**src/sv/phmt_pkg.sv**
```systemverilog
// Package for the pixel hit merge table: entry layout, sequencer states
// and fixed field widths. No dependencies.
`timescale 1ns / 1ps

package phmt_pkg;

    // Field widths fixed by the hit and result formats
    localparam int SENSOR_W = 16;
    localparam int FE_W     = 4;
    localparam int COL_W    = 8;
    localparam int ROW_W    = 8;
    localparam int QIN_W    = 20;
    localparam int QSUM_W   = 24;
    localparam int SRC_W    = 16;
    localparam int HITS_W   = 8;
    localparam int DROP_W   = 16;

    // Stream widths, packed to whole bytes
    localparam int S_TDATA_W = 72;
    localparam int M_TDATA_W = 104;

    // Mode codes carried on the input tuser
    localparam logic MODE_ADD   = 1'b0;
    localparam logic MODE_DRAIN = 1'b1;

    typedef struct packed {
        logic [SENSOR_W-1:0] sensor_id;
        logic [FE_W-1:0]     front_end;
        logic [COL_W-1:0]    column;
        logic [ROW_W-1:0]    row;
    } t_key;

    // One stored table entry
    typedef struct packed {
        t_key              key;
        logic [QSUM_W-1:0] charge;
        logic [SRC_W-1:0]  first_source;
        logic [HITS_W-1:0] hits;
    } t_entry;

    typedef enum logic [2:0] {
        ST_IDLE,
        ST_SEARCH,
        ST_DRAIN_RD,
        ST_DRAIN_LD,
        ST_DRAIN_EMPTY
    } t_state;

endpackage

```
**src/sv/pixel_hit_merge_table.sv**
```systemverilog
// Pixel hit merge table: key search, merge/append and drain sequencer
// around one entry memory. Depends on phmt_pkg.
`timescale 1ns / 1ps

// Channel   Direction  Handshake                  Payload
// s_axis    in         s_axis_tvalid/tready       tdata: hit fields; tuser: mode
// m_axis    out        m_axis_tvalid/tready       tdata: entry; tuser: empty; tlast
//
// An add walks the stored entries one per cycle through the registered memory
// read port until a match is merged into its entry or the scan ends, when the hit
// is appended or, on a full table, dropped; the sequencer then returns to idle.
// A drain reads each entry, then loads it into the output register, the load
// waiting while the output is stalled; an empty drain loads one empty result.
// s_axis_tready is high only while the sequencer is idle; a result may still
// wait in the output register then. Synchronous active-low reset clears the
// occupancy, drop counter and control; the memory keeps its contents.
module pixel_hit_merge_table #(
    parameter int TABLE_DEPTH = 32
) (
    input  logic                            i_clk,
    input  logic                            i_rst_n,
    input  logic                            s_axis_tvalid,
    output logic                            s_axis_tready,
    // [15:0] sensor_id, [19:16] front_end, [27:20] column, [35:28] row,
    // [55:36] charge, [71:56] mc_index
    input  logic [phmt_pkg::S_TDATA_W-1:0]  s_axis_tdata,
    // [0] mode
    input  logic                            s_axis_tuser,
    output logic                            m_axis_tvalid,
    input  logic                            m_axis_tready,
    // [15:0] out_sensor_id, [19:16] out_front_end, [27:20] out_column,
    // [35:28] out_row, [59:36] charge_sum, [75:60] first_source,
    // [83:76] hit_count, [99:84] dropped, [103:100] zero
    output logic [phmt_pkg::M_TDATA_W-1:0]  m_axis_tdata,
    // [0] empty_res
    output logic                            m_axis_tuser,
    output logic                            m_axis_tlast
);

    localparam int IW = (TABLE_DEPTH > 1) ? $clog2(TABLE_DEPTH) : 1;
    localparam int CW = $clog2(TABLE_DEPTH + 1);
    localparam logic [CW-1:0] DEPTH_C = CW'(TABLE_DEPTH);
    localparam logic [CW-1:0] ONE_C   = CW'(1);

    // Control state
    phmt_pkg::t_state r_state, n_state;
    logic [CW-1:0]    r_occ, n_occ;
    logic [CW-1:0]    r_idx, n_idx;
    logic [IW-1:0]    r_rd_idx, n_rd_idx;
    logic             r_rd_vld, n_rd_vld;
    logic [phmt_pkg::DROP_W-1:0] r_drop, n_drop;

    // Latched hit
    phmt_pkg::t_key              r_key;
    logic [phmt_pkg::QIN_W-1:0]  r_charge;
    logic [phmt_pkg::SRC_W-1:0]  r_src;

    // Output register
    logic                        r_out_vld, n_out_vld;
    phmt_pkg::t_entry            r_out, n_out;
    logic [phmt_pkg::DROP_W-1:0] r_out_drop, n_out_drop;
    logic                        r_out_empty, n_out_empty;
    logic                        r_out_last, n_out_last;

    // Memory
    phmt_pkg::t_entry r_mem [TABLE_DEPTH];
    phmt_pkg::t_entry r_rd_word;
    logic             wr_en;
    logic [IW-1:0]    wr_addr;
    phmt_pkg::t_entry wr_word;
    logic [IW-1:0]    rd_addr;

    logic in_acc;
    logic out_free;
    logic hit_match;
    logic scan_done;
    logic [phmt_pkg::QSUM_W:0] sum;
    phmt_pkg::t_entry merged;
    phmt_pkg::t_entry fresh;

    assign in_acc    = s_axis_tvalid && s_axis_tready;
    assign out_free  = !r_out_vld || m_axis_tready;
    assign rd_addr   = r_idx[IW-1:0];
    assign hit_match = r_rd_vld && (r_rd_word.key == r_key);
    assign scan_done = !r_rd_vld && (r_idx >= r_occ);

    // Saturating merge of the latched hit into the entry just read
    always_comb begin
        sum = {1'b0, r_rd_word.charge} +
              {{(phmt_pkg::QSUM_W + 1 - phmt_pkg::QIN_W){1'b0}}, r_charge};
        merged              = r_rd_word;
        merged.charge       = sum[phmt_pkg::QSUM_W] ? {phmt_pkg::QSUM_W{1'b1}}
                                                    : sum[phmt_pkg::QSUM_W-1:0];
        merged.hits         = (r_rd_word.hits == {phmt_pkg::HITS_W{1'b1}})
                              ? r_rd_word.hits : r_rd_word.hits + 1'b1;
        fresh.key           = r_key;
        fresh.charge        = {{(phmt_pkg::QSUM_W - phmt_pkg::QIN_W){1'b0}}, r_charge};
        fresh.first_source  = r_src;
        fresh.hits          = {{(phmt_pkg::HITS_W - 1){1'b0}}, 1'b1};
    end

    // Next state
    always_comb begin
        n_state = r_state;
        case (r_state)
            phmt_pkg::ST_IDLE: begin
                if (in_acc) begin
                    if (s_axis_tuser == phmt_pkg::MODE_ADD) begin
                        n_state = phmt_pkg::ST_SEARCH;
                    end else if (r_occ == '0) begin
                        n_state = phmt_pkg::ST_DRAIN_EMPTY;
                    end else begin
                        n_state = phmt_pkg::ST_DRAIN_RD;
                    end
                end
            end
            phmt_pkg::ST_SEARCH: begin
                if (hit_match || scan_done) begin
                    n_state = phmt_pkg::ST_IDLE;
                end
            end
            phmt_pkg::ST_DRAIN_RD: begin
                n_state = phmt_pkg::ST_DRAIN_LD;
            end
            phmt_pkg::ST_DRAIN_LD: begin
                if (out_free) begin
                    n_state = (r_idx + ONE_C == r_occ) ? phmt_pkg::ST_IDLE
                                                       : phmt_pkg::ST_DRAIN_RD;
                end
            end
            phmt_pkg::ST_DRAIN_EMPTY: begin
                if (out_free) begin
                    n_state = phmt_pkg::ST_IDLE;
                end
            end
            default: begin
                n_state = phmt_pkg::ST_IDLE;
            end
        endcase
    end

    // Datapath and outputs of the sequencer
    always_comb begin
        s_axis_tready = (r_state == phmt_pkg::ST_IDLE);
        n_occ         = r_occ;
        n_idx         = r_idx;
        n_rd_idx      = r_rd_idx;
        n_rd_vld      = 1'b0;
        n_drop        = r_drop;
        n_out_vld     = (r_out_vld && !m_axis_tready);
        n_out         = r_out;
        n_out_drop    = r_out_drop;
        n_out_empty   = r_out_empty;
        n_out_last    = r_out_last;
        wr_en         = 1'b0;
        wr_addr       = r_rd_idx;
        wr_word       = merged;
        case (r_state)
            phmt_pkg::ST_IDLE: begin
                n_idx = '0;
            end
            phmt_pkg::ST_SEARCH: begin
                // advance the read pointer over the stored entries
                if (r_idx < r_occ) begin
                    n_idx    = r_idx + ONE_C;
                    n_rd_idx = r_idx[IW-1:0];
                    n_rd_vld = 1'b1;
                end
                if (hit_match) begin
                    wr_en   = 1'b1;
                    wr_addr = r_rd_idx;
                    wr_word = merged;
                end else if (scan_done) begin
                    // append, or drop when full
                    if (r_occ < DEPTH_C) begin
                        wr_en   = 1'b1;
                        wr_addr = r_occ[IW-1:0];
                        wr_word = fresh;
                        n_occ   = r_occ + ONE_C;
                    end else if (r_drop != {phmt_pkg::DROP_W{1'b1}}) begin
                        n_drop = r_drop + 1'b1;
                    end
                end
            end
            phmt_pkg::ST_DRAIN_RD: begin
            end
            phmt_pkg::ST_DRAIN_LD: begin
                if (out_free) begin
                    n_out_vld   = 1'b1;
                    n_out       = r_rd_word;
                    n_out_drop  = r_drop;
                    n_out_empty = 1'b0;
                    n_out_last  = (r_idx + ONE_C == r_occ);
                    if (r_idx + ONE_C == r_occ) begin
                        n_occ  = '0;
                        n_drop = '0;
                    end else begin
                        n_idx = r_idx + ONE_C;
                    end
                end
            end
            phmt_pkg::ST_DRAIN_EMPTY: begin
                if (out_free) begin
                    n_out_vld   = 1'b1;
                    n_out       = '0;
                    n_out_drop  = r_drop;
                    n_out_empty = 1'b1;
                    n_out_last  = 1'b1;
                    n_drop      = '0;
                end
            end
            default: begin
            end
        endcase
    end

    // Hold control state
    always_ff @(posedge i_clk) begin
        if (!i_rst_n) begin
            r_state   <= phmt_pkg::ST_IDLE;
            r_occ     <= '0;
            r_idx     <= '0;
            r_rd_idx  <= '0;
            r_rd_vld  <= 1'b0;
            r_drop    <= '0;
            r_out_vld <= 1'b0;
        end else begin
            r_state   <= n_state;
            r_occ     <= n_occ;
            r_idx     <= n_idx;
            r_rd_idx  <= n_rd_idx;
            r_rd_vld  <= n_rd_vld;
            r_drop    <= n_drop;
            r_out_vld <= n_out_vld;
        end
    end

    // Latch the hit and the output payload
    always_ff @(posedge i_clk) begin
        if (in_acc) begin
            r_key.sensor_id <= s_axis_tdata[15:0];
            r_key.front_end <= s_axis_tdata[19:16];
            r_key.column    <= s_axis_tdata[27:20];
            r_key.row       <= s_axis_tdata[35:28];
            r_charge        <= s_axis_tdata[55:36];
            r_src           <= s_axis_tdata[71:56];
        end
        r_out       <= n_out;
        r_out_drop  <= n_out_drop;
        r_out_empty <= n_out_empty;
        r_out_last  <= n_out_last;
    end

    // Entry memory: one write port, one registered read port
    always_ff @(posedge i_clk) begin
        if (wr_en) begin
            r_mem[wr_addr] <= wr_word;
        end
        r_rd_word <= r_mem[rd_addr];
    end

    assign m_axis_tvalid = r_out_vld;
    assign m_axis_tdata  = {4'b0000, r_out_drop, r_out.hits, r_out.first_source,
                            r_out.charge, r_out.key.row, r_out.key.column,
                            r_out.key.front_end, r_out.key.sensor_id};
    assign m_axis_tuser  = r_out_empty;
    assign m_axis_tlast  = r_out_last;

    // Occupancy never passes the table depth
    a_occ_bound: assert property (@(posedge i_clk) disable iff (!i_rst_n)
        r_occ <= DEPTH_C)
        else $error("occupancy above table depth");

    // The search pointer stays within the stored entries
    a_idx_bound: assert property (@(posedge i_clk) disable iff (!i_rst_n)
        (r_state == phmt_pkg::ST_SEARCH) |-> (r_idx <= r_occ))
        else $error("search pointer beyond occupancy");

    // Hits are dropped only while the table is full
    a_drop_full: assert property (@(posedge i_clk) disable iff (!i_rst_n)
        (r_drop != '0) |-> (r_occ == DEPTH_C))
        else $error("drop counter set while table not full");

    // An empty-drain result is always the last of its drain
    a_empty_last: assert property (@(posedge i_clk) disable iff (!i_rst_n)
        (r_out_vld && r_out_empty) |-> r_out_last)
        else $error("empty result without last marker");

    // A finished drain leaves the table cleared
    a_drain_clear: assert property (@(posedge i_clk) disable iff (!i_rst_n)
        (r_state == phmt_pkg::ST_DRAIN_LD && out_free && (r_idx + ONE_C == r_occ))
        |=> (r_occ == '0 && r_drop == '0))
        else $error("table not cleared after drain");

endmodule
```
**config.mk**
```make
export PLATFORM = sky130hd
export DESIGN_NAME = pixel_hit_merge_table
export DESIGN_NICKNAME = d
export VERILOG_FILES = /design/src/sv/phmt_pkg.sv /design/src/sv/pixel_hit_merge_table.sv
export SDC_FILE = /design/constraint.sdc
export NUM_CORES = 2
export LEC_CHECK = 0
export ABC_AREA = 0
export BUFFER_PORTS_ARGS = -buffer_cell sky130_fd_sc_hd__clkbuf_2
export CAP_MARGIN = 20
export CORE_UTILIZATION = 35
export DETAILED_ROUTE_END_ITERATION = 6
export HOLD_SLACK_MARGIN = 0.08
export PLACE_DENSITY_LB_ADDON = 0.15
export SYNTH_ARGS = -nofsm -noshare
export SYNTH_HDL_FRONTEND = slang
export SYNTH_SLANG_ARGS = --single-unit
```
**constraint.sdc**
```tcl
create_clock -name i_clk -period 7.7 [get_ports i_clk]
set_clock_uncertainty 0.2 [all_clocks]
set_input_delay 0.385 -clock i_clk [delete_from_list [all_inputs] [get_ports i_clk]]
set_output_delay 0.385 -clock i_clk [all_outputs]
set_load 0.1 [all_outputs]
```
==> run metrics <==
status complete, but fails checks; dominant cells by area after synthesis edfxtp_1 75%, mux4_2 17%, dfxtp_1 2.1%; CTS Sinks 2984; io pins 185; vias in the first global route 54963; GR met3 Demand/Resource 2.791%; htree depth 5; Avg Inst Size Synth 23.00 um2; Design Power 41.06 mW; CP Class reg -> reg; die height 572.4 um; worst setup path start r_idx[0]$_SDFFE_PN0P_; crit end category flop; WL final 302100 um; Routed Antenna Nets 0; I/O Buffers 180; Placed Instances 9367; final hold violations 0; post-layout min period 5.702 ns; RePlAce Congestion 0.7807; Yosys Warn Count 0; fin nets 5629; Worst EP required 8.01 ns; post-route insts no fill 10113; crit path launch type flop; worst setup path end r_mem[1][14]$_DFFE_PP_; crit path DAT 6.02 ns; clock slew at reported path FFs 0.06 ns; Post-synth EDFFs 2862; M1 GR Usage 26.40%; Slew headroom 21.24%; Synth top area share 75.48%; final setup TNS 0 ns; post-layout util 41.26%; initial core utilization 35.14%; CTS Buffer Depth 4; RSZ-0062 raised after global routing false; Largest delay share family, worst path simple AND/OR/NAND/NOR gates; largest net degree at the start of global routing 140; initial antenna violation count 20; PostCTS Resize Cnt 0; Crit-path slowest cell nand2_1; PD cells 307.2 nW/um2; Post-synth top cells 2862 x edfxtp_1, 840 x mux4_2, 197 x nand2_1; cts bufs inserted 320; delay of the slowest critical-path stage 0.83 ns; layout cells sized above 1 31.57%; hold crit path type in -> reg; Total GRT Usage 18.34%; Bufs and invs on worst path 3; reg2reg end r_mem[1][14]$_DFFE_PP_; reg2reg path depth 11; DR vias/cell 5.249; actual slew at the worst max-slew pin 1.181 ns; Max Slew Vio Count 0; Post-DP HPWL 165200 um; Core Area 324000 um2; Leakage 41.01 nW; met2 Use GR 29.74%; Peak supply drop 0.0001666 V; first-pass GRT wire length 424900 um; Post-synth ARST share 0%; reg-to-reg startpoint r_idx[0]$_SDFFE_PN0P_; Skew-Pair Late Insertion Delay 0.93 ns; mapped cell area 113900 um2; Final period util 74.05%; Final Setup Violations 0; Max Cap Viol 0; flops & latches, synth 2984; drt wl/cell 29.87 um; grt ovf 0; Post-route DRC 58; failing checks design-rule violations; achievable frequency 0.1754 GHz; P&R area growth vs syn 17.40%; 1st-pass router iterations 7; area leader, netlist edfxtp_1; CTS root buf clkbuf_16; Synth cell types 66; busiest grt layer met2; worst reg-to-reg setup slack 2.00 ns; crit path max fanout 36; row count 209; DR iter-0 viols 4980; critical path, cell by cell inv_1, ha_1, nand2b_1, a21oi_1, o221ai_1, nand2b_1, nor2b_4, buf_4, buf_4, nand2_1, nand2_1; vias 53080; hold_ws 0.1114 ns; Die ar. 327600 um2; TritonCTS clock tree done; Syn Inst Count 4950; Crit path depth 11; DIE WIDTH 572.4 um; Synth Flop Type edfxtp_1; sequential fraction of the synthesis area 77.62%; top-count cell post-synth edfxtp_1
[registers in the layout (all words and copies together), names as in the netlist, 3 cells and up]
signal        cells
r_charge         20
r_mem          2688
r_idx             6
fresh            36
r_occ             6
r_drop           16
r_src            16
r_state           3
r_rd_idx          5
r_out_drop       16
m_axis_tdata     84
r_rd_word        32
merged           52
[report_power, final]
group | internal, mW | switching [mW] | leakage (nW)
sequential | 20.0 | 0.248 | 26.8
combinational | 1.63 | 3.76 | 9.02
clock | 9.04 | 6.38 | 5.14
[repair_timing]
action | in CTS | in global routing
hold buffers | 130 | 0
hold endpoints to repair | 131 | 0
buffers inserted | 0 | 0
[logic make-up (layout without fill, tap and decap cells)]
group           Yosys count  in the layout  synth area share, %
mux                     931            931                17.51
xor+xnor                 79             79               0.6077
simple gates            507            507                2.112
fa+ha+maj                32             32               0.3582
buf+inv                 271           1099               0.9428
other cells               1             11             0.003293
compound gates          145            145               0.8396
flops                  2984           2984                77.62
[area by class of cell]
class	count	area [um2]
fill	28217	190300
sequential	2984	88400
multi-input combinational	1698	24860
clock buffer	401	8571
tap	4325	5411
timing repair buffer	494	4405
clock inverter	182	1914
inverter	22	82.58
antenna	7	17.52
[per-stage QoR]
stage / area (um2) / setup WS, ns
after floorplan: 113900 / 0.6201
final: 133700 / 1.998
after detailed placement: 121300 / 1.905
after global placement: 121100 / 1.982
after CTS: 133100 / 1.859
after global routing: 133700 / 1.758
[worst reg2reg max path, stage by stage (launching register included)]
cell      delay, ns
dfxtp_4        0.80
inv_1          0.20
ha_1           0.38
nand2b_1       0.12
a21oi_1        0.07
o221ai_1       0.55
nand2b_1       0.22
nor2b_4        0.36
buf_4          0.59
buf_4          0.76
nand2_1        0.21
nand2_1        0.83
[metal layers]
metal | part of all wire (%) | vias up
met5 | 0.0043 | -
met4 | 1.7 | 2
met3 | 5.0 | 343
met2 | 48 | 1411
met1 | 45 | 29299
li1 | - | 22025
[layout by cell type (no fill, tap or decap), types with 19 or more instances in the layout]
cell | Yosys | final
edfxtp_1 | 2862 | 2862
mux4_2 | 840 | 840
clkbuf_16 | 0 | 327
nand2_1 | 197 | 197
clkbuf_2 | 1 | 180
dlygate4sd3_1 | 0 | 130
buf_4 | 6 | 124
dfxtp_1 | 122 | 117
and2_1 | 90 | 89
mux2_2 | 84 | 84
nor2_1 | 103 | 69
clkbuf_1 | 149 | 63
clkinv_2 | 0 | 62
clkinv_1 | 0 | 59
xnor2_1 | 55 | 55
a21oi_1 | 44 | 38
nor2_4 | 0 | 33
bufinv_16 | 0 | 33
ha_1 | 31 | 31
buf_12 | 0 | 29
nand3_1 | 27 | 27
o21ai_0 | 27 | 27
xor2_1 | 24 | 24
nand4_1 | 23 | 23
inv_1 | 22 | 22
buf_16 | 0 | 19
[how the worst min path moves through the flow]
stage / startpoint / endpoint / slack, ns / depth (start not counted)
2_1_floorplan: r_drop[10]$_SDFFE_PN0P_ / r_out_drop[10]$_DFFE_PP_ / 0.23 / 0
3_3_place_gp: r_drop[5]$_SDFFE_PN0P_ / r_out_drop[5]$_DFFE_PP_ / 0.27 / 0
3_5_place_dp: r_drop[1]$_SDFFE_PN0P_ / r_out_drop[1]$_DFFE_PP_ / 0.28 / 0
4_1_cts: s_axis_tdata[55] / r_charge[19]$_DFFE_PP_ / 0.08 / 2
5_1_grt: s_axis_tdata[6] / fresh[74]$_DFFE_PP_ / 0.11 / 2
6_report: s_axis_tdata[55] / r_charge[19]$_DFFE_PP_ / 0.11 / 2
Power figures use the tool's default switching activity.
